## src/design/pfa_pkg.sv

```systemverilog
// ----------------------------------------------------------------------------
// Page frame allocator package
// Shared types, codes and constants for the page frame allocator.
// ----------------------------------------------------------------------------
package pfa_pkg;

    // Fixed field widths and the page size.
    localparam int ADDR_W             = 32;
    localparam int CNT_W              = 13;
    localparam int PAGE_SHIFT         = 12;
    localparam int PAGE_NUM_W         = ADDR_W + 1 - PAGE_SHIFT;
    localparam int DEFAULT_POOL_PAGES = 4096;

    // Page flag encodings.
    localparam logic [2:0] FLAG_NONE     = 3'b000;
    localparam logic [2:0] FLAG_AVAIL    = 3'b001;
    localparam logic [2:0] FLAG_USED     = 3'b010;
    localparam logic [2:0] FLAG_DISABLED = 3'b100;

    typedef enum logic [1:0] {
        CMD_ADD     = 2'd0,
        CMD_RESERVE = 2'd1,
        CMD_ALLOC   = 2'd2,
        CMD_FREE    = 2'd3
    } cmd_t;

    typedef enum logic [1:0] {
        STAT_OK     = 2'd0,
        STAT_BADARG = 2'd1,
        STAT_OOM    = 2'd2,
        STAT_NORUN  = 2'd3
    } status_t;

    typedef enum logic [2:0] {
        ST_CLEAR,
        ST_IDLE,
        ST_WALK,
        ST_MARK,
        ST_FINISH
    } state_t;

    // Decoded command: a clamped page range [first_page, end_page).
    typedef struct packed {
        cmd_t                  cmd;
        logic [PAGE_NUM_W-1:0] first_page;
        logic [PAGE_NUM_W-1:0] end_page;
        logic [CNT_W-1:0]      count;
        logic                  bad_arg;
    } pfa_range_t;

    // One result word.
    typedef struct packed {
        status_t           status;
        logic [ADDR_W-1:0] alloc_addr;
        logic [CNT_W-1:0]  pages_in_use;
        logic [CNT_W-1:0]  pages_available;
    } pfa_result_t;

endpackage

```

## src/design/pfa_cmd_decode.sv

```systemverilog
// ----------------------------------------------------------------------------
// Command decoder
// Turns the byte addresses and count of a command word into a page range
// clamped to the pool, and flags the argument errors.
// ----------------------------------------------------------------------------
module pfa_cmd_decode #(
    parameter int POOL_PAGES = pfa_pkg::DEFAULT_POOL_PAGES
) (
    input  logic [1:0]                command,
    input  logic [pfa_pkg::ADDR_W-1:0] start_addr,
    input  logic [pfa_pkg::ADDR_W-1:0] end_addr,
    input  logic [pfa_pkg::CNT_W-1:0]  page_count,
    output pfa_pkg::pfa_range_t       range
);

    import pfa_pkg::*;

    localparam logic [PAGE_NUM_W-1:0] POOL_N   = PAGE_NUM_W'(POOL_PAGES);
    localparam logic [ADDR_W:0]       PAGE_RND = (ADDR_W + 1)'((1 << PAGE_SHIFT) - 1);

    logic [ADDR_W:0]       start_up;
    logic [ADDR_W:0]       end_up;
    logic [ADDR_W:0]       span_up;
    logic [PAGE_NUM_W-1:0] start_pg;
    logic [PAGE_NUM_W-1:0] first_raw;
    logic [PAGE_NUM_W-1:0] end_raw;
    cmd_t                  cmd;

    function automatic logic [PAGE_NUM_W-1:0] clamp_pool(input logic [PAGE_NUM_W-1:0] pg);
        clamp_pool = (pg > POOL_N) ? POOL_N : pg;
    endfunction

    // Rounded-up addresses for the add range and the reserve span.
    assign cmd      = cmd_t'(command);
    assign start_up = {1'b0, start_addr} + PAGE_RND;
    assign end_up   = {1'b0, end_addr} + PAGE_RND;
    assign span_up  = ({1'b0, end_addr} - {1'b0, start_addr}) + PAGE_RND;
    assign start_pg = PAGE_NUM_W'(start_addr[ADDR_W-1:PAGE_SHIFT]);

    // Unclamped page range for each command.
    always_comb
    begin
        first_raw = start_pg;
        end_raw   = start_pg;
        case (cmd)
            CMD_ADD:
            begin
                first_raw = start_up[ADDR_W:PAGE_SHIFT];
                end_raw   = end_up[ADDR_W:PAGE_SHIFT];
            end
            CMD_RESERVE:
            begin
                // An end below the start gives an empty range.
                if (end_addr >= start_addr)
                begin
                    end_raw = start_pg + span_up[ADDR_W:PAGE_SHIFT];
                end
            end
            CMD_FREE:
            begin
                end_raw = start_pg + PAGE_NUM_W'(page_count);
            end
            default:
            begin
                first_raw = start_pg;
                end_raw   = start_pg;
            end
        endcase
    end

    // Clamp to the pool and flag argument errors.
    always_comb
    begin
        range.cmd        = cmd;
        range.first_page = clamp_pool(first_raw);
        range.end_page   = clamp_pool(end_raw);
        range.count      = page_count;
        range.bad_arg    = ((cmd == CMD_ALLOC) && (page_count == '0)) ||
                           ((cmd == CMD_FREE) && (start_addr == '0));
    end

endmodule

```

## config.mk

```make
export PLATFORM = sky130hd
export DESIGN_NAME = pfa_cmd_decode
export DESIGN_NICKNAME = d
export VERILOG_FILES = /design/src/design/pfa_pkg.sv /design/src/design/pfa_cmd_decode.sv
export SDC_FILE = /design/constraint.sdc
export NUM_CORES = 1
export LEC_CHECK = 0
export BUFFER_PORTS_ARGS = -buffer_cell sky130_fd_sc_hd__buf_4
export CORE_MARGIN = 4
export CORE_UTILIZATION = 52
export DETAILED_ROUTE_END_ITERATION = 8
export PLACE_DENSITY_LB_ADDON = 0.12
export SYNTH_ARGS = -nofsm -noshare
export SYNTH_HDL_FRONTEND = slang
export SYNTH_SLANG_ARGS = --single-unit
```

## constraint.sdc

```tcl
create_clock -name vclk -period 6.5
set_input_delay 0 -clock vclk [all_inputs]
set_output_delay 0 -clock vclk [all_outputs]
set_load 0.01 [all_outputs]
```

# Yosys cells after proc, flatten, opt, wreduce, memory -nomap -nowiden
# Index checks and enable logic that the tools add are counted.
totals:
  regBits: 0
  in_bits: 79
  output_inout_bits: 58
  word_cells: 23
op_classes:
  add_sub_neg: 6
  magnitude_cmp: 3
  n_eq_ne: 3
  mux: 5
  n_reduce_logical: 6
op_table:
  columns: ["op", "n"]
  rows:
  - ["$mux 21", 4]
  - ["$add 32x12->33 const B", 2]
  - ["$pmux 21 s3", 1]
  - ["$gt 21x13->1 const B", 2]
  - ["$add 33x12->33 const B", 1]
  - ["$sub 32x32->33", 1]
  - ["$ge 32x32->1", 1]
  - ["$logic_not 32->1", 1]
  - ["$add 20x13->21", 1]
  - ["$add 20x21->21", 1]
  - ["$logic_not 13->1", 1]
  - ["$eq 2x2->1 const B", 2]
  - ["$eq 2x1->1 const B", 1]
  - ["$logic_and 1x1->1", 2]
  - ["$logic_not 2->1", 1]
  - ["$logic_or 1x1->1", 1]

# Longest topological paths before layout
depth:
  ltp_word: 7
  depth_mapped: 27
  depth_no_buf: 27

# Worst setup path after synthesis
# OpenSTA, ideal clock, no wires.
synth_timing:
  path_kind: "input -> output"
  from: "input start_addr[4] in the netlist's numbering"
  to: "output range[23] in the netlist's numbering"
  t_arrival_ns: 4.710
  required_time_ns: 6.500
  setup_slack_ns: 1.790
  cell_stages: 27
  path_buffers: 0
  cell_sequence: "inv_1 > ha_1 > inv_1 > fa_1 > inv_1 > a21o_1 > a31oi_1 > a211o_1 > nand4_1 > nand3_1 > nand2b_1 > a31o_2 > a21o_1 > a21oi_1 > xnor2_1 > ha_1 > nand2_1 > o211ai_1 > nand4_1 > o211ai_1 > a211o_1 > a31oi_1 > xnor2_1 > o311ai_1 > nand4_1 > a211o_1 > nor3b_1"
synth_lines:
  columns: ["element", "line_no", "rtl"]
  rows:
  - ["from (decl)", "pfa_cmd_decode.sv:10", "input logic [pfa_pkg::ADDR_W-1:0] start_addr,"]
  - ["to (decl)", "pfa_cmd_decode.sv:13", "output pfa_pkg::pfa_range_t range"]

==> reports/summary.txt <==
status: finished, final reports clean
Die ar.: 12,490 um2
sequential share of power: 0%
post-synthesis mux area share: 1.743%
HPWL Detailed: 16,180 um
Layout Nets: 1,087
Critical Path RT: 6.50 ns
CP Max Fanout: 6
vias: 6,310
sw frac: 58.06%
number of core rows: 37
Synth Area per Inst: 7.024 um2
FFs & Latches: 0
Final Setup Violations: 0
wire per inst: 18.09 um
Worst Hold Class: in -> out
CP startpoint kind: input pin
Fmax: 176.0 MHz
hold path cells: 2
xor/xnor share of the synthesized area: 11.58%
Crit Path Category: in -> out
antenna violations before repair: 0
layout cells sized above 1: 16.18%
Leak: 3.070 nW
port bufs: 121
Ports: 137
worst endpoint data arrival time: 5.68 ns
Hold Crit Start: page_count[6]
initial core utilization: 53.74%
Setup crit end kind: output pin
Synth Area in Compound Gates: 22.60%
global-route wire length before repair: 29,330 um
core area: 10,420 um2
total track usage: 27.91%
placed cell count: 1,026
# DRC: 0
Remaining Overflow, GRT: 0
Post-Route WL: 18,560 um
max cap viols: 0
most frequent cells in the layout: buf_4, ha_1, inv_1
largest net degree at the start of global routing: 23
DRT Pass-1 Iters: 7
post-synthesis sequential area ratio: 0%
RSZ-0062 raised after global routing: false
maximum VDD drop: 54.64 uV
share of power burned in combinational logic: 100.0%
max-slew violations: 0
Psw: 0.0004738 W
Area Growth Syn to Fin: 15.22%
Clk pwr share: 0%
CP startpoint: start_addr[6]
Hold Fails Final Rpt: 0
post-synthesis simple-gate area fraction: 25.19%
clock buffers: 0
diode count: 0
number of gates resized after cts: 0
Cell Pwr Density: 126.5 nW/um2
antenna-violating nets left: 0
P_int: 0.0003423 W
pin slew with the least headroom to its limit: 0.8338 ns
Synth Area in Adders: 28.07%
hold_buf cts: 0
initial DRC count: 445
Post-Syn Area: 5598 um2
post-DR vias/cell: 6.150
max_slew headroom: 44.21%
Placer Congestion: 0.9548
fin crit share: 87.43%
FF/Latch Area: 0 um2
die span in x: 111.8 um
Netlist cell types: 69
Setup Fix Bufs, Post-CTS: 0
number of global-route vias before repair: 5,912
Post-Layout Cell Count: 1,026
Mapped Cells: 797
clock period minus worst slack: 5.683 ns
commonest non-fill, non-tap cell in the layout: buf_4
Die Ht: 111.8 um
largest family of logic cells by synthesized area: adder cells
Hold Path Sink: range[7]
Warnings, synthesis: 0
Fin Setup TNS: 0 ns
-- cell families after synthesis --
family          after synthesis
simple gates                278
compound gates              195
buf+inv                     127
fa+ha+maj                   116
xor+xnor                     74
mux                           6
other cells                   1
-- layout make-up --
type               count  area, um2
well taps            136      170.2
fillers             1001       3966
inverters             83      311.5
repair buffers       122      915.9
multi-input cells    685       5052
-- worst max path at each step --
stage,end,slack (ns),depth (start not counted)
2_1_floorplan,range[23],1.79,27
3_3_place_gp,range[14],1.08,29
3_5_place_dp,range[19],0.93,29
4_1_cts,range[19],0.93,29
5_1_grt,range[19],0.39,29
6_report,range[19],0.82,28
-- critical path, cell delays in order --
cell	delay [ns]
buf_4	0.11
inv_1	0.05
ha_1	0.17
inv_1	0.06
fa_1	0.51
inv_1	0.06
a21o_1	0.17
a31oi_1	0.21
a211o_1	0.18
nand4_1	0.11
nand3_1	0.20
nand2b_1	0.13
a31o_2	0.28
a21o_1	0.20
xor2_1	0.24
ha_1	0.31
a21oi_1	0.22
o211ai_1	0.14
nand4_1	0.12
o211ai_1	0.14
a211o_1	0.31
a31oi_1	0.20
xnor2_1	0.08
o311ai_1	0.23
nand4_1	0.16
a211oi_1	0.67
and3_1	0.28
buf_4	0.12
-- metrics by stage --
step                      setup WS (ns)  utilization [%]  hold slack [ns]  area, um2  total power (W)
after detailed placement         0.9289            61.92           0.2025       6450        0.0007951
after global placement            1.078            61.92           0.2021       6450        0.0007798
after floorplan                   1.790                -          0.09177       5654        0.0005956
after CTS                        0.9288            61.92           0.2029       6450        0.0007999
after global routing             0.3893            61.92           0.2098       6450        0.0008963
final                            0.8172            61.92           0.2023       6450        0.0008161
-- metal layers --
metal | up-vias | GRT usage (%) | wire [um] | share of wire (%)
met5 | - | 0 | 0 | 0
met4 | 0 | 1.946 | 213 | 1.1
met3 | 20 | 2.880 | 1868 | 10
met2 | 336 | 45.56 | 8001 | 43
met1 | 2929 | 41.39 | 8473 | 46
li1 | 3025 | - | - | -
-- synthesized netlist by cell type (all sizes together) (4+ instances only) --
library cell  number  share of area [%]
a211o              5               0.78
a211oi             4               0.54
a21o              17                2.3
a21oi             70                6.5
a31oi             14                1.8
and3              12                1.3
buf               33                4.4
clkbuf            11               0.74
fa                16                5.7
ha               100                 22
inv               82                5.5
nand2             68                4.6
nand2b             5               0.69
nand3             34                3.0
nand4             22                2.5
nor2              67                4.5
nor3              29                2.9
nor3b              8                1.3
nor4              15                2.1
o211ai            12                1.6
o21a               4               0.54
o21ai             27                2.4
o21bai             7               0.94
o22ai              4               0.45
o31ai              6               0.80
or3                4               0.45
xnor2             54                8.4
xor2              20                3.1
-- power groups by stage --
stage / Sequential [W] / Combinational, W / Clock (W)
floorplan: 0 / 0.000596 / 0
global placement: 0 / 0.000780 / 0
detailed placement: 0 / 0.000795 / 0
CTS: 0 / 0.000800 / 0
global route: 0 / 0.000896 / 0
finish: 0 / 0.000816 / 0
No activity file was read; power rests on OpenSTA's default activity.
