## src/design/pfa_pkg.sv

```systemverilog
// ----------------------------------------------------------------------------
// Page frame allocator package
// Shared types, codes and constants for the page frame allocator.
// ----------------------------------------------------------------------------
package pfa_pkg;

    // Fixed field widths and the page size.
    localparam int ADDR_W             = 32;
    localparam int CNT_W              = 13;
    localparam int PAGE_SHIFT         = 12;
    localparam int PAGE_NUM_W         = ADDR_W + 1 - PAGE_SHIFT;
    localparam int DEFAULT_POOL_PAGES = 4096;

    // Page flag encodings.
    localparam logic [2:0] FLAG_NONE     = 3'b000;
    localparam logic [2:0] FLAG_AVAIL    = 3'b001;
    localparam logic [2:0] FLAG_USED     = 3'b010;
    localparam logic [2:0] FLAG_DISABLED = 3'b100;

    typedef enum logic [1:0] {
        CMD_ADD     = 2'd0,
        CMD_RESERVE = 2'd1,
        CMD_ALLOC   = 2'd2,
        CMD_FREE    = 2'd3
    } cmd_t;

    typedef enum logic [1:0] {
        STAT_OK     = 2'd0,
        STAT_BADARG = 2'd1,
        STAT_OOM    = 2'd2,
        STAT_NORUN  = 2'd3
    } status_t;

    typedef enum logic [2:0] {
        ST_CLEAR,
        ST_IDLE,
        ST_WALK,
        ST_MARK,
        ST_FINISH
    } state_t;

    // Decoded command: a clamped page range [first_page, end_page).
    typedef struct packed {
        cmd_t                  cmd;
        logic [PAGE_NUM_W-1:0] first_page;
        logic [PAGE_NUM_W-1:0] end_page;
        logic [CNT_W-1:0]      count;
        logic                  bad_arg;
    } pfa_range_t;

    // One result word.
    typedef struct packed {
        status_t           status;
        logic [ADDR_W-1:0] alloc_addr;
        logic [CNT_W-1:0]  pages_in_use;
        logic [CNT_W-1:0]  pages_available;
    } pfa_result_t;

endpackage

```

## src/design/pfa_ctrl.sv

```systemverilog
// ----------------------------------------------------------------------------
// Allocator sequencer
// Clears the flag memory after reset, then walks page ranges one page per
// cycle through a read-modify-write pipeline on the flag memory, keeps the
// page counters and produces one result word per command.
// ----------------------------------------------------------------------------
module pfa_ctrl #(
    parameter int POOL_PAGES = pfa_pkg::DEFAULT_POOL_PAGES,
    parameter int PW         = $clog2(POOL_PAGES)
) (
    input  logic                 clk,
    input  logic                 rst_n,
    input  logic                 in_valid,
    output logic                 in_ready,
    input  pfa_pkg::pfa_range_t  range,
    input  logic                 out_free,
    output logic                 res_valid,
    output pfa_pkg::pfa_result_t result,
    output logic                 rd_en,
    output logic [PW-1:0]        rd_addr,
    input  logic [2:0]           rd_data,
    output logic                 wr_en,
    output logic [PW-1:0]        wr_addr,
    output logic [2:0]           wr_data
);

    import pfa_pkg::*;

    localparam int            CW     = $clog2(POOL_PAGES + 1);
    localparam int            CMPW   = ((CW > CNT_W) ? CW : CNT_W) + 1;
    localparam logic [PW:0]   POOL_C = (PW + 1)'(POOL_PAGES);

    state_t              state_reg, state_next;
    cmd_t                cmd_reg, cmd_next;
    logic [PW:0]         cur_reg, cur_next;
    logic [PW:0]         end_reg, end_next;
    logic [CNT_W-1:0]    cnt_reg, cnt_next;
    logic [CNT_W-1:0]    run_reg, run_next;
    logic [PW-1:0]       first_reg, first_next;
    logic                s1_vld_reg;
    logic [PW-1:0]       s1_page_reg, s1_page_next;
    logic [CW-1:0]       avail_reg, avail_next;
    logic [CW-1:0]       used_reg, used_next;
    logic [PW-1:0]       lgp_reg, lgp_next;
    status_t             status_reg, status_next;
    logic [ADDR_W-1:0]   addr_reg, addr_next;

    logic                accept;
    logic                oom;
    logic                early;
    logic                cur_lt_end;
    logic                clr_busy;
    logic                hit;
    logic [CNT_W-1:0]    run_inc;
    logic [PW-1:0]       first_sel;
    logic [PAGE_NUM_W-1:0] mark_end;

    // Handshake and early-exit conditions.
    assign in_ready   = (state_reg == ST_IDLE);
    assign accept     = in_valid && in_ready;
    assign oom        = (CMPW'(used_reg) + CMPW'(range.count)) > CMPW'(avail_reg);
    assign early      = range.bad_arg || ((range.cmd == CMD_ALLOC) && oom);
    assign cur_lt_end = (cur_reg < end_reg);
    assign clr_busy   = (cur_reg < POOL_C);

    // First-fit run tracking on the word returned by the memory.
    assign run_inc   = run_reg + CNT_W'(1);
    assign first_sel = (run_reg == '0) ? s1_page_reg : first_reg;
    assign hit       = (state_reg == ST_WALK) && s1_vld_reg && (cmd_reg == CMD_ALLOC) &&
                       rd_data[0] && (run_inc >= cnt_reg);
    assign mark_end  = PAGE_NUM_W'(first_sel) + PAGE_NUM_W'(cnt_reg);

    // Memory read side: one page issued per cycle while walking.
    assign rd_en   = (state_reg == ST_WALK) && cur_lt_end && !hit;
    assign rd_addr = cur_reg[PW-1:0];

    // Next state.
    always_comb
    begin
        state_next = state_reg;
        case (state_reg)
            ST_CLEAR:
            begin
                if (!clr_busy)
                begin
                    state_next = ST_IDLE;
                end
            end
            ST_IDLE:
            begin
                if (accept)
                begin
                    state_next = early ? ST_FINISH : ST_WALK;
                end
            end
            ST_WALK:
            begin
                if (hit)
                begin
                    state_next = ST_MARK;
                end
                else if (!cur_lt_end && !s1_vld_reg)
                begin
                    state_next = ST_FINISH;
                end
            end
            ST_MARK:
            begin
                if (!cur_lt_end)
                begin
                    state_next = ST_FINISH;
                end
            end
            ST_FINISH:
            begin
                if (out_free)
                begin
                    state_next = ST_IDLE;
                end
            end
            default:
            begin
                state_next = ST_IDLE;
            end
        endcase
    end

    // Outputs: memory writes and the result word.
    always_comb
    begin
        wr_en   = 1'b0;
        wr_addr = s1_page_reg;
        wr_data = FLAG_NONE;
        case (state_reg)
            ST_CLEAR:
            begin
                wr_en   = clr_busy;
                wr_addr = cur_reg[PW-1:0];
                wr_data = FLAG_NONE;
            end
            ST_WALK:
            begin
                if (s1_vld_reg)
                begin
                    case (cmd_reg)
                        CMD_ADD:
                        begin
                            wr_en   = (rd_data == FLAG_NONE);
                            wr_data = FLAG_AVAIL;
                        end
                        CMD_RESERVE:
                        begin
                            wr_en   = 1'b1;
                            wr_data = FLAG_DISABLED;
                        end
                        CMD_FREE:
                        begin
                            wr_en   = rd_data[1];
                            wr_data = (rd_data | FLAG_AVAIL) & ~FLAG_USED;
                        end
                        default:
                        begin
                            wr_en = 1'b0;
                        end
                    endcase
                end
            end
            ST_MARK:
            begin
                wr_en   = cur_lt_end;
                wr_addr = cur_reg[PW-1:0];
                wr_data = FLAG_USED;
            end
            default:
            begin
                wr_en = 1'b0;
            end
        endcase
    end

    assign res_valid              = (state_reg == ST_FINISH) && out_free;
    assign result.status          = status_reg;
    assign result.alloc_addr      = addr_reg;
    assign result.pages_in_use    = CNT_W'(used_reg);
    assign result.pages_available = CNT_W'(avail_reg);

    // Datapath next values.
    always_comb
    begin
        cmd_next     = cmd_reg;
        cur_next     = cur_reg;
        end_next     = end_reg;
        cnt_next     = cnt_reg;
        run_next     = run_reg;
        first_next   = first_reg;
        s1_page_next = s1_page_reg;
        avail_next   = avail_reg;
        used_next    = used_reg;
        lgp_next     = lgp_reg;
        status_next  = status_reg;
        addr_next    = addr_reg;

        case (state_reg)
            ST_CLEAR:
            begin
                if (clr_busy)
                begin
                    cur_next = cur_reg + (PW + 1)'(1);
                end
            end
            ST_IDLE:
            begin
                if (accept)
                begin
                    cmd_next  = range.cmd;
                    cnt_next  = range.count;
                    run_next  = '0;
                    addr_next = '0;
                    if (range.cmd == CMD_ALLOC)
                    begin
                        cur_next = (PW + 1)'(lgp_reg);
                        end_next = POOL_C;
                    end
                    else
                    begin
                        cur_next = range.first_page[PW:0];
                        end_next = range.end_page[PW:0];
                    end
                    if (range.bad_arg)
                    begin
                        status_next = STAT_BADARG;
                    end
                    else if ((range.cmd == CMD_ALLOC) && oom)
                    begin
                        status_next = STAT_OOM;
                    end
                    else if (range.cmd == CMD_ALLOC)
                    begin
                        // Replaced by an ok status when a run is found.
                        status_next = STAT_NORUN;
                    end
                    else
                    begin
                        status_next = STAT_OK;
                    end
                end
            end
            ST_WALK:
            begin
                if (rd_en)
                begin
                    cur_next     = cur_reg + (PW + 1)'(1);
                    s1_page_next = cur_reg[PW-1:0];
                end
                if (s1_vld_reg)
                begin
                    case (cmd_reg)
                        CMD_ADD:
                        begin
                            if (rd_data == FLAG_NONE)
                            begin
                                avail_next = avail_reg + CW'(1);
                                // Zero in the lowest good page counts as unset.
                                if ((lgp_reg == '0) || (lgp_reg > s1_page_reg))
                                begin
                                    lgp_next = s1_page_reg;
                                end
                            end
                        end
                        CMD_RESERVE:
                        begin
                            if (rd_data[0] && (avail_reg != '0))
                            begin
                                avail_next = avail_reg - CW'(1);
                            end
                        end
                        CMD_FREE:
                        begin
                            if (rd_data[1] && (used_reg != '0))
                            begin
                                used_next = used_reg - CW'(1);
                            end
                        end
                        CMD_ALLOC:
                        begin
                            if (!rd_data[0])
                            begin
                                run_next = '0;
                            end
                            else
                            begin
                                run_next   = run_inc;
                                first_next = first_sel;
                            end
                            if (hit)
                            begin
                                cur_next    = (PW + 1)'(first_sel);
                                end_next    = mark_end[PW:0];
                                used_next   = CW'(CMPW'(used_reg) + CMPW'(cnt_reg));
                                status_next = STAT_OK;
                                addr_next   = ADDR_W'(first_sel) << PAGE_SHIFT;
                            end
                        end
                        default:
                        begin
                            run_next = run_reg;
                        end
                    endcase
                end
            end
            ST_MARK:
            begin
                if (cur_lt_end)
                begin
                    cur_next = cur_reg + (PW + 1)'(1);
                end
            end
            default:
            begin
                cur_next = cur_reg;
            end
        endcase
    end

    // Control registers.
    always_ff @(posedge clk or negedge rst_n)
    begin
        if (!rst_n)
        begin
            state_reg  <= ST_CLEAR;
            cur_reg    <= '0;
            end_reg    <= '0;
            s1_vld_reg <= 1'b0;
            avail_reg  <= '0;
            used_reg   <= '0;
            lgp_reg    <= '0;
        end
        else
        begin
            state_reg  <= state_next;
            cur_reg    <= cur_next;
            end_reg    <= end_next;
            s1_vld_reg <= rd_en;
            avail_reg  <= avail_next;
            used_reg   <= used_next;
            lgp_reg    <= lgp_next;
        end
    end

    // Payload registers.
    always_ff @(posedge clk)
    begin
        cmd_reg     <= cmd_next;
        cnt_reg     <= cnt_next;
        run_reg     <= run_next;
        first_reg   <= first_next;
        s1_page_reg <= s1_page_next;
        status_reg  <= status_next;
        addr_reg    <= addr_next;
    end

endmodule

```

## config.mk

```make
export PLATFORM = sky130hd
export DESIGN_NAME = pfa_ctrl
export DESIGN_NICKNAME = d
export VERILOG_FILES = /design/src/design/pfa_pkg.sv /design/src/design/pfa_ctrl.sv
export SDC_FILE = /design/constraint.sdc
export NUM_CORES = 1
export LEC_CHECK = 0
export BUFFER_PORTS_ARGS = -buffer_cell sky130_fd_sc_hd__clkbuf_2
export CAP_MARGIN = 20
export CORE_MARGIN = 5
export CORE_UTILIZATION = 32
export CTS_CLUSTER_DIAMETER = 50
export DETAILED_ROUTE_END_ITERATION = 8
export RECOVER_POWER = 25
export SETUP_SLACK_MARGIN = 0.15
export SYNTH_ARGS = -nofsm -noshare
export SYNTH_HDL_FRONTEND = slang
export SYNTH_SLANG_ARGS = --single-unit
export TNS_END_PERCENT = 50
```

## constraint.sdc

```tcl
create_clock -name clk -period 4.35 [get_ports clk]
set_input_delay 0.435 -clock clk [delete_from_list [all_inputs] [get_ports clk]]
set_output_delay 0.435 -clock clk [all_outputs]
set_load 0.02 [all_outputs]
```

Word level (Yosys, flattened, before mapping)
Index checks and enable logic that the tools add are counted.
W data, S select, Z words.
{ "totals": {"reg_bits": 154, "input_bits": 65, "out_inout_bits": 91, "wordCells": 143} }
{ "op_classes": {"n_addsub": 8, "order_cmp": 5, "n_eq_ne": 22, "mux": 55, "reduce_logical": 39} }
{ "ops": {"columns": ["op", "count"], "rows": [
  ["$mux W13", 21],
  ["$mux W32", 4],
  ["$pmux W13 S2", 4],
  ["$pmux W32 S2", 1],
  ["$pmux W13 S4", 1],
  ["$add A13 B1 Y13 const B", 3],
  ["$reduce_bool A13 Y1", 2],
  ["$sub A13 B1 Y13 const B", 2],
  ["$reduce_and A5 Y1", 5],
  ["$mux W12", 2],
  ["$mux W3", 8],
  ["$ne A2 B2 Y1 const B", 11],
  ["$pmux W3 S5", 1],
  ["$add A13 B13 Y14", 1],
  ["$gt A14 B13 Y1", 1],
  ["$mux W2", 7],
  ["$add A12 B13 Y13", 1],
  ["$add A13 B13 Y13", 1],
  ["$ge A13 B13 Y1", 1],
  ["$logic_not A13 Y1", 1],
  ["$lt A13 B13 Y1", 1],
  ["$lt A13 B13 Y1 const B", 1],
  ["$gt A12 B12 Y1", 1],
  ["$logic_and A1 B1 Y1", 12],
  ["22 further kinds", 36]
]} }

Logic depth before layout (Yosys ltp)
Gate-level depths: netlist of the first run.
{ "depth": {"word_depth": 12, "depth_mapped": 17, "depth_no_buf": 17} }

Least setup slack after synthesis of the first run
No wires, ideal clock.
{ "synth_path": {"path_kind": "register to register", "start": "register used_reg[0]", "end": "register status_reg[0] (data pin)", "setup_time_ps": 146, "arrival_ps": 3468, "t_required_ps": 4204, "path_slack_ps": 735, "path_stages_with_launch": 18, "path_buffers": 0, "period_less_slack_ps": 3615, "path_cell_list": "dfrtp_1 > ha_1 > fa_1 > a21o_1 > a21oi_1 > o21ai_0 > and3_1 > o31ai_1 > nand2b_1 > xor2_1 > ha_1 > nand2_1 > nor2_1 > o2bb2ai_1 > a31oi_1 > a211o_1 > or2_1 > a21oi_1"} }
{ "synth_via": {"elab_chain_len": 7} }
{ "synth_lines": {"columns": ["element", "line_no", "rtl"], "rows": [
  ["from (decl)", "pfa_ctrl.sv:43", "logic [CW-1:0] used_reg, used_next;"],
  ["from (signal assigned)", "pfa_ctrl.sv:345", "used_reg <= used_next;"],
  ["$add A13 B13 Y14", "pfa_ctrl.sv:61", "assign oom = (CMPW'(used_reg) + CMPW'(range.count)) > CMPW'(avail_reg);"],
  ["$gt A14 B13 Y1", "pfa_ctrl.sv:61", null],
  ["$logic_and A1 B1 Y1", "pfa_ctrl.sv:233", "else if ((range.cmd == CMD_ALLOC) && oom)"],
  ["$mux W2", "pfa_ctrl.sv:233", null],
  ["$mux W2", "pfa_ctrl.sv:229", "if (range.bad_arg)"],
  ["$mux W2", "pfa_ctrl.sv:213", "if (accept)"],
  ["$pmux W2 S2", "pfa_ctrl.sv:203", "case (state_reg)"],
  ["to (signal assigned)", "pfa_ctrl.sv:358", "status_reg <= status_next;"],
  ["to (decl)", "pfa_ctrl.sv:45", "status_t status_reg, status_next;"]
]} }
Every way passes these cells. The select of a mux whose other input is x is not followed.
A chain may end at the register's enable or synchronous reset.

Worst setup path after layout of the first run
Ends and elaborated chain as after synthesis.

==> metrics.cfg, run 1 <==
[floorplan]
dieArea_um2=35200
fp-row-count=65
num_io_pins=156
core_um2=31400
fp.dieH_um=188
die_w_um=188
start_util_pct=32.2

[drt]
avgViaCountPerCell=5.29
wl_met3_um=2380
wl_met2_um=13900
firstDrtPassIters=5
via_count=8518
routed.top_layer=met5
drt-total-wl_um=31100
avgRoutedWirePerCell_um=19.3
wl_met1_um=14300
initialDrtViolationCount=727
drc=0
ant_nets=0

[pwr]
intPower_w=0.00421
p_seq_share_pct=29.0
ir_worst_vdd_mv=0.314
power.switching_w=0.00369
clkPwrFrac_pct=17.7
powerDensity_nw_per_um2=684
p_sw_share_pct=46.8
power.share.combinational_pct=53.3
leakagePower_nw=5.18

[sta]
rsz0062_at_grt=yes
fin_crit_sh_pct=90.2
hold_viol=0
tns_ns=0
relSlewSlack_pct=-26.7
layout_min_cycle_time_ns=3.92
skew_ns=0.0125
slew_viol_final=69
fmax_mhz=255
setup_viol=0
worstMarginPinSlew_ns=1.90

[setup_path]
path_class=reg2reg
end_kind=flip-flop
startpoint_type=flip-flop
r2r_slack_ns=0.43
ff2ff_path_depth=17
crit_arrival_ns=4.21
required_ns=4.63
r2r_end=status_reg[0]
r2r-start=used_reg[0]
path_max_fanout=5

[global_route]
overflow=0
grt_max_degree=69
grt.total_usage_pct=17.3
grt_pass1_wl_um=47900
antenna_found_initial=1
grt_pass1_vias=8401

[synthesis]
syn_inst=1083
synth_edf_count=66
synthTopCellsByCount=ha_1 (105), nor2_1 (92), inv_1 (81)
synth_top_cell_by_area=edfxtp_1
yosys_register_bits=134
ys_seq_area_share_pct=36.5
synthDistinctLibCells=82
syn_avg_cell_area_um2=9.32
synthArstFlopShare_pct=50.7
yosysMostFrequentCell=ha_1
netlist.area_leader.share_pct=19.6
synth_area_leaders=edfxtp_1 (20%), dfrtp_1 (17%), ha_1 (13%), a21oi_1 (3.7%), nor2_1 (3.4%)
syn-cell-area_um2=10100
synth_warnings=0
yosys_most_used_dff=dfrtp_1

[status]
status=finished, violations left
violations=max-capacitance violations, max-slew violations

[clock_network]
clk_latency_ns=0.43
cts.sinks=134
htree_levels=4
cts_made_buffers=17
cts.path.max_buffers=2
clkTransAtPathRegs_ns=0.07
cts_root_buf=clkbuf_16
cts_tree=done
cts_hold_buf=0

[final_layout]
stdcell_count=1610
final_nets=1369
final_layout_size_suffix_gt1_share_pct=15.6
post-route-util_pct=36.8
syn_to_final_growth_pct=14.3
n_fill_cell=3206
antennaDiodeCount=0

[placed_design]
io_buffers=119
place_hpwl_um=24100
dp_cells=1576
gp_congestion=0.911

[job]
max-cap-violations=1

[hold_path]
whs_path_depth=2
hp-class=in2reg
hold_end=state_reg[2]
hold_start=out_free

==> what timing repair did <==
action	CTS	global route
resized for setup	0	2
setup endpoints to repair	1	5
pin swaps	1	0
setup buffers	1	0
endpoints found under the hold margin	0	0
==> critical path: stages, from the launching register on <==
cell and delay [ns]:
dfrtp_1 0.44, ha_1 0.25, fa_1 0.41, a21o_1 0.21, a21oi_2 0.19, o21ai_0 0.09, and3_1 0.19, o31ai_1 0.32
nand2b_1 0.11, xor2_1 0.16, ha_1 0.30, nand2_1 0.06, nor2_1 0.14, o2bb2ai_1 0.14, a31oi_1 0.06, a211o_1 0.34
or2_1 0.22, a21oi_1 0.14
==> cell families after synthesis <==
kind of cell / after synthesis / share of synthesized area (%)
AND/OR/NAND/NOR: 323 / 15.7
other: 1 / 0.0371
XOR/XNOR: 53 / 4.60
AO/OA/AOI/OAI: 287 / 19.1
adder cells (fa/ha/maj): 109 / 13.8
flip-flops: 134 / 36.5
multiplexers: 30 / 3.14
buffers and inverters: 146 / 7.19
==> per-stage QoR <==
stage | total power, W | hold WS, ns | setup WS (ns) | instance area [um2]
final | 0.00790 | 0.214 | 0.426 | 11500
after global routing | 0.00852 | 0.219 | 0.0782 | 11500
after CTS | 0.00793 | 0.185 | 0.343 | 11600
after detailed placement | 0.00651 | 0.480 | 0.293 | 11000
after global placement | 0.00644 | 0.474 | 0.349 | 11000
after floorplan | 0.00534 | 0.139 | 0.735 | 10200
==> area by class of cell <==
class	instances	area [um2]	share of cell area, %
clock buffer	18	439	3.80
clock inverter	14	114	0.986
inverter	81	304	2.63
multi-input combinational	822	5780	50.0
sequential	134	3680	31.9
tap	402	503	4.36
timing repair buffer	139	727	6.30
==> metal layers <==
layer  GRT usage (%)  up-vias
met2            26.9      307
li1                -     4134
met1            23.7     4043
met3            4.71       32
met5               0        -
met4            4.71        2
==> worst max path at each step <==
stage | start | endpoint | slack, ns | cells past startpoint
after detailed placement | run_reg[3] | rd_en | 0.29 | 12
after global placement | run_reg[3] | rd_en | 0.35 | 12
after global routing | run_reg[0] | end_reg[7] | 0.08 | 13
after CTS | used_reg[0] | status_reg[0] | 0.34 | 17
final | used_reg[0] | status_reg[0] | 0.43 | 17
after floorplan | used_reg[0] | status_reg[0] | 0.74 | 17
==> placed cells by master (no fill, tap or decap), types with 22 or more instances in the layout <==
cell type / count
nor2b_1: 22
nand2_1: 74
ha_1: 105
dfrtp_1: 68
nor2_1: 92
a21oi_1: 73
inv_1: 81
clkbuf_2: 104
xnor2_1: 33
edfxtp_1: 66
o21ai_0: 53
nand3_1: 29
nor3_1: 27
==> power by group through the flow <==
stage | combinational, W | clock (W) | sequential, W
floorplan | 0.00306 | 0 | 0.00228
global placement | 0.00413 | 0 | 0.00231
detailed placement | 0.00419 | 0 | 0.00232
CTS | 0.00422 | 0.00142 | 0.00229
global route | 0.00469 | 0.00147 | 0.00235
finish | 0.00421 | 0.00140 | 0.00229
Note: power is estimated with default switching activity, not from simulation.
==> run 2: changes to the inputs <==
--- a/config.mk
+++ b/config.mk
@@ -11,8 +11,10 @@
 export CORE_UTILIZATION = 32
 export CTS_CLUSTER_DIAMETER = 50
 export DETAILED_ROUTE_END_ITERATION = 8
+export GPL_TIMING_DRIVEN = 0
+export MAX_ROUTING_LAYER = met4
 export RECOVER_POWER = 25
-export SETUP_SLACK_MARGIN = 0.15
+export SETUP_SLACK_MARGIN = 0.4
 export SYNTH_ARGS = -nofsm -noshare
 export SYNTH_HDL_FRONTEND = slang
 export SYNTH_SLANG_ARGS = --single-unit
==> run 2 against run 1 <==
Net effect:
- the flow still finishes with violations (max-capacitance violations, max-slew violations)
- cell area is 4.2% higher
- register-to-register slack gained 0.13 ns
- routed wire length increased by 2.2%
- sequential cell count stayed put
- clock-buffer cell count increased by 4
- final cell count grew 3.7%
- combinational power is 5.7% higher
- fmax rose by 3.3%
- total power is 3.4% higher
- critical endpoint is now end_reg[12]
- largest cell class unchanged
- largest power group unchanged
==> metrics.cfg, run 2 (synthesis results as in run 1) <==
[pwr]
p_sw_share_pct=45.9  ; -0.88 points
power.switching_w=0.00375  ; +1.5%
ir_worst_vdd_mv=0.295  ; -6.2%
clkPwrFrac_pct=17.8  ; about the same
intPower_w=0.00442  ; +5.1%
leakagePower_nw=5.44  ; +4.9%
powerDensity_nw_per_um2=679  ; -0.74%
p_seq_share_pct=27.7  ; -1.3 points
power.share.combinational_pct=54.5  ; +1.2 points

[setup_path]
path_max_fanout=10  ; +5
startpoint_type=flip-flop
path_class=reg2reg
required_ns=4.70  ; +0.07 ns
crit_arrival_ns=4.14  ; -0.07 ns
end_kind=flip-flop

[floorplan]
start_util_pct=32.2  ; unchanged
fp-row-count=65  ; unchanged
dieArea_um2=35200  ; unchanged
die_w_um=188  ; unchanged
num_io_pins=156  ; unchanged
fp.dieH_um=188  ; unchanged
core_um2=31400  ; unchanged

[final_layout]
post-route-util_pct=38.3  ; +1.5 points
stdcell_count=1670  ; +3.7%
final_cell_mix=clkbuf_2 (106), ha_1 (104), nor2_1 (91)
final_layout_size_suffix_gt1_share_pct=19.3  ; +3.7 points
layout_commonest_cell=clkbuf_2
final_nets=1427  ; +4.2%
syn_to_final_growth_pct=19.1

[sta]
relSlewSlack_pct=-8.31  ; +18 points
tns_ns=0  ; unchanged
fmax_mhz=263  ; +3.3%
skew_ns=0.0151  ; +0.00263 ns
layout_min_cycle_time_ns=3.80  ; -0.125 ns
setup_viol=0  ; unchanged
rsz0062_at_grt=yes
slew_viol_final=58  ; -16%
fin_crit_sh_pct=87.3  ; -2.9 points
worstMarginPinSlew_ns=1.62  ; -0.276 ns
whs_ns=0.211  ; -0.00341 ns
hold_viol=0  ; unchanged

[clock_network]
clk_latency_ns=0.43  ; about the same
cts_root_buf=clkbuf_16
cts.sinks=134  ; unchanged
clkTransAtPathRegs_ns=0.06  ; about the same
cts.path.max_buffers=2  ; unchanged
cts_tree=done
cts_made_buffers=17  ; unchanged
htree_levels=4  ; unchanged

[hold_path]
hp-class=in2reg

[drt]
avgRoutedWirePerCell_um=19.0  ; -1.5%
ant_nets=0  ; unchanged
wl_met1_um=14300  ; +0.48%
avgViaCountPerCell=5.30  ; +0.24%
initialDrtViolationCount=716  ; -1.5%
wl_met2_um=14300  ; +3.4%
via_count=8857  ; +4.0%
drc=0  ; unchanged
routed.top_layer=met4
firstDrtPassIters=7  ; +2
wl_met3_um=2250  ; -5.5%
drt-total-wl_um=31800  ; +2.2%

[placed_design]
place_hpwl_um=24700  ; +2.6%
io_buffers=119  ; unchanged
dp_cells=1624  ; +3.0%
gp_congestion=0.893  ; -2.0%

[global_route]
grt_pass1_wl_um=49000  ; +2.3%
grt.total_usage_pct=18.1  ; +0.84 points
antenna_found_initial=2  ; +1
grt_pass1_vias=8670  ; +3.2%
grt_max_degree=58  ; -16%
overflow=0  ; unchanged

[status]
status=finished, violations left
violations=max-capacitance violations, max-slew violations

[job]
max-cap-violations=1  ; unchanged

-- run 2: cell count changes in the layout (fill, tap and decap cells not counted), moves of 3 or more --
cell / before / now
buf_4: 20 / 48
clkbuf_1: 15 / 30
a21oi_1: 73 / 65
buf_2: 0 / 7
a21oi_2: 1 / 7
buf_6: 0 / 4
inv_6: 6 / 2
o21ai_0: 53 / 49
clkbuf_16: 17 / 20
o21ai_1: 11 / 14
-- run 2: worst paths after layout --
| check | startpoint | to | slack, ns | depth (start not counted) |
|---|---|---|---|---|
| worst max-delay path | run_reg[0] | end_reg[12] | 0.55 | 14 |
| worst min-delay path | out_free | state_reg[2] | 0.21 | 2 |
| worst max register to register | run_reg[0] | end_reg[12] | 0.55 | 14 |
| worst min register to register | s1_page_reg[2] | lgp_reg[2] | 0.49 | 1 |
| max in group asynchronous | rst_n | used_reg[0] | 1.65 | 3 |
| min in group asynchronous | rst_n | lgp_reg[4] | 0.56 | 2 |
-- run 2: what timing repair did --
| action | 4_1_cts | 5_1_grt |
|---|---|---|
| gates resized for setup | 0 | 31 |
| pin swaps | 0 | 5 |
| gates cloned | 0 | 0 |
| setup endpoints to repair | 20 | 15 |
| endpoints found under the hold margin | 11 | 0 |
| hold buffers | 1 | 0 |
| buffers inserted | 0 | 9 |
-- run 2: cell type report --
class,instances,area (um2)
plain buffers,65,425
multi-input cells,822,5840
clock inverters,10,81.3
repair buffers,132,676
clock buffers,22,508
well taps,402,503
inverters,81,304
diodes,2,5.00
flip-flops and latches,134,3690
fillers,3225,19400
-- run 2: routing by layer --
| layer | global-route usage [%] | up-vias |
|---|---|---|
| met1 | 24.1 | 4217 |
| met3 | 3.85 | 47 |
| li1 | - | 4250 |
| met5 | - | - |
| met2 | 27.8 | 343 |
| met4 | 5.53 | 0 |
-- run 2: power by group through the flow --
stage	registers, W	logic [W]	clock network [W]
after floorplan	0.00228	0.00306	0
after global placement	0.00228	0.00428	0
after detailed placement	0.00228	0.00435	0
after CTS	0.00226	0.00438	0.00146
after global routing	0.00232	0.00494	0.00152
final	0.00227	0.00445	0.00145
-- run 2: worst max-delay path, cell delays in order, from the launching register on --
cell and delay, ns:
edfxtp_1 0.48, inv_1 0.09, ha_1 0.13, nor4b_1 0.34
nand3_2 0.23, clkbuf_2 0.27, o21ai_2 0.32, ha_1 0.33
nor2b_1 0.16, o31a_1 0.30, o211ai_1 0.26, a31oi_1 0.17
xnor2_1 0.34, nand2_1 0.10, a31oi_1 0.18
-- run 2: through the flow --
stage               setup slack (ns)  total power (W)  cell area, um2
floorplan                      0.735          0.00534           10200
global placement               0.202          0.00656           11300
detailed placement             0.195          0.00663           11300
CTS                            0.159          0.00811           11900
global route                   0.270          0.00878           12000
finish                         0.551          0.00817           12000
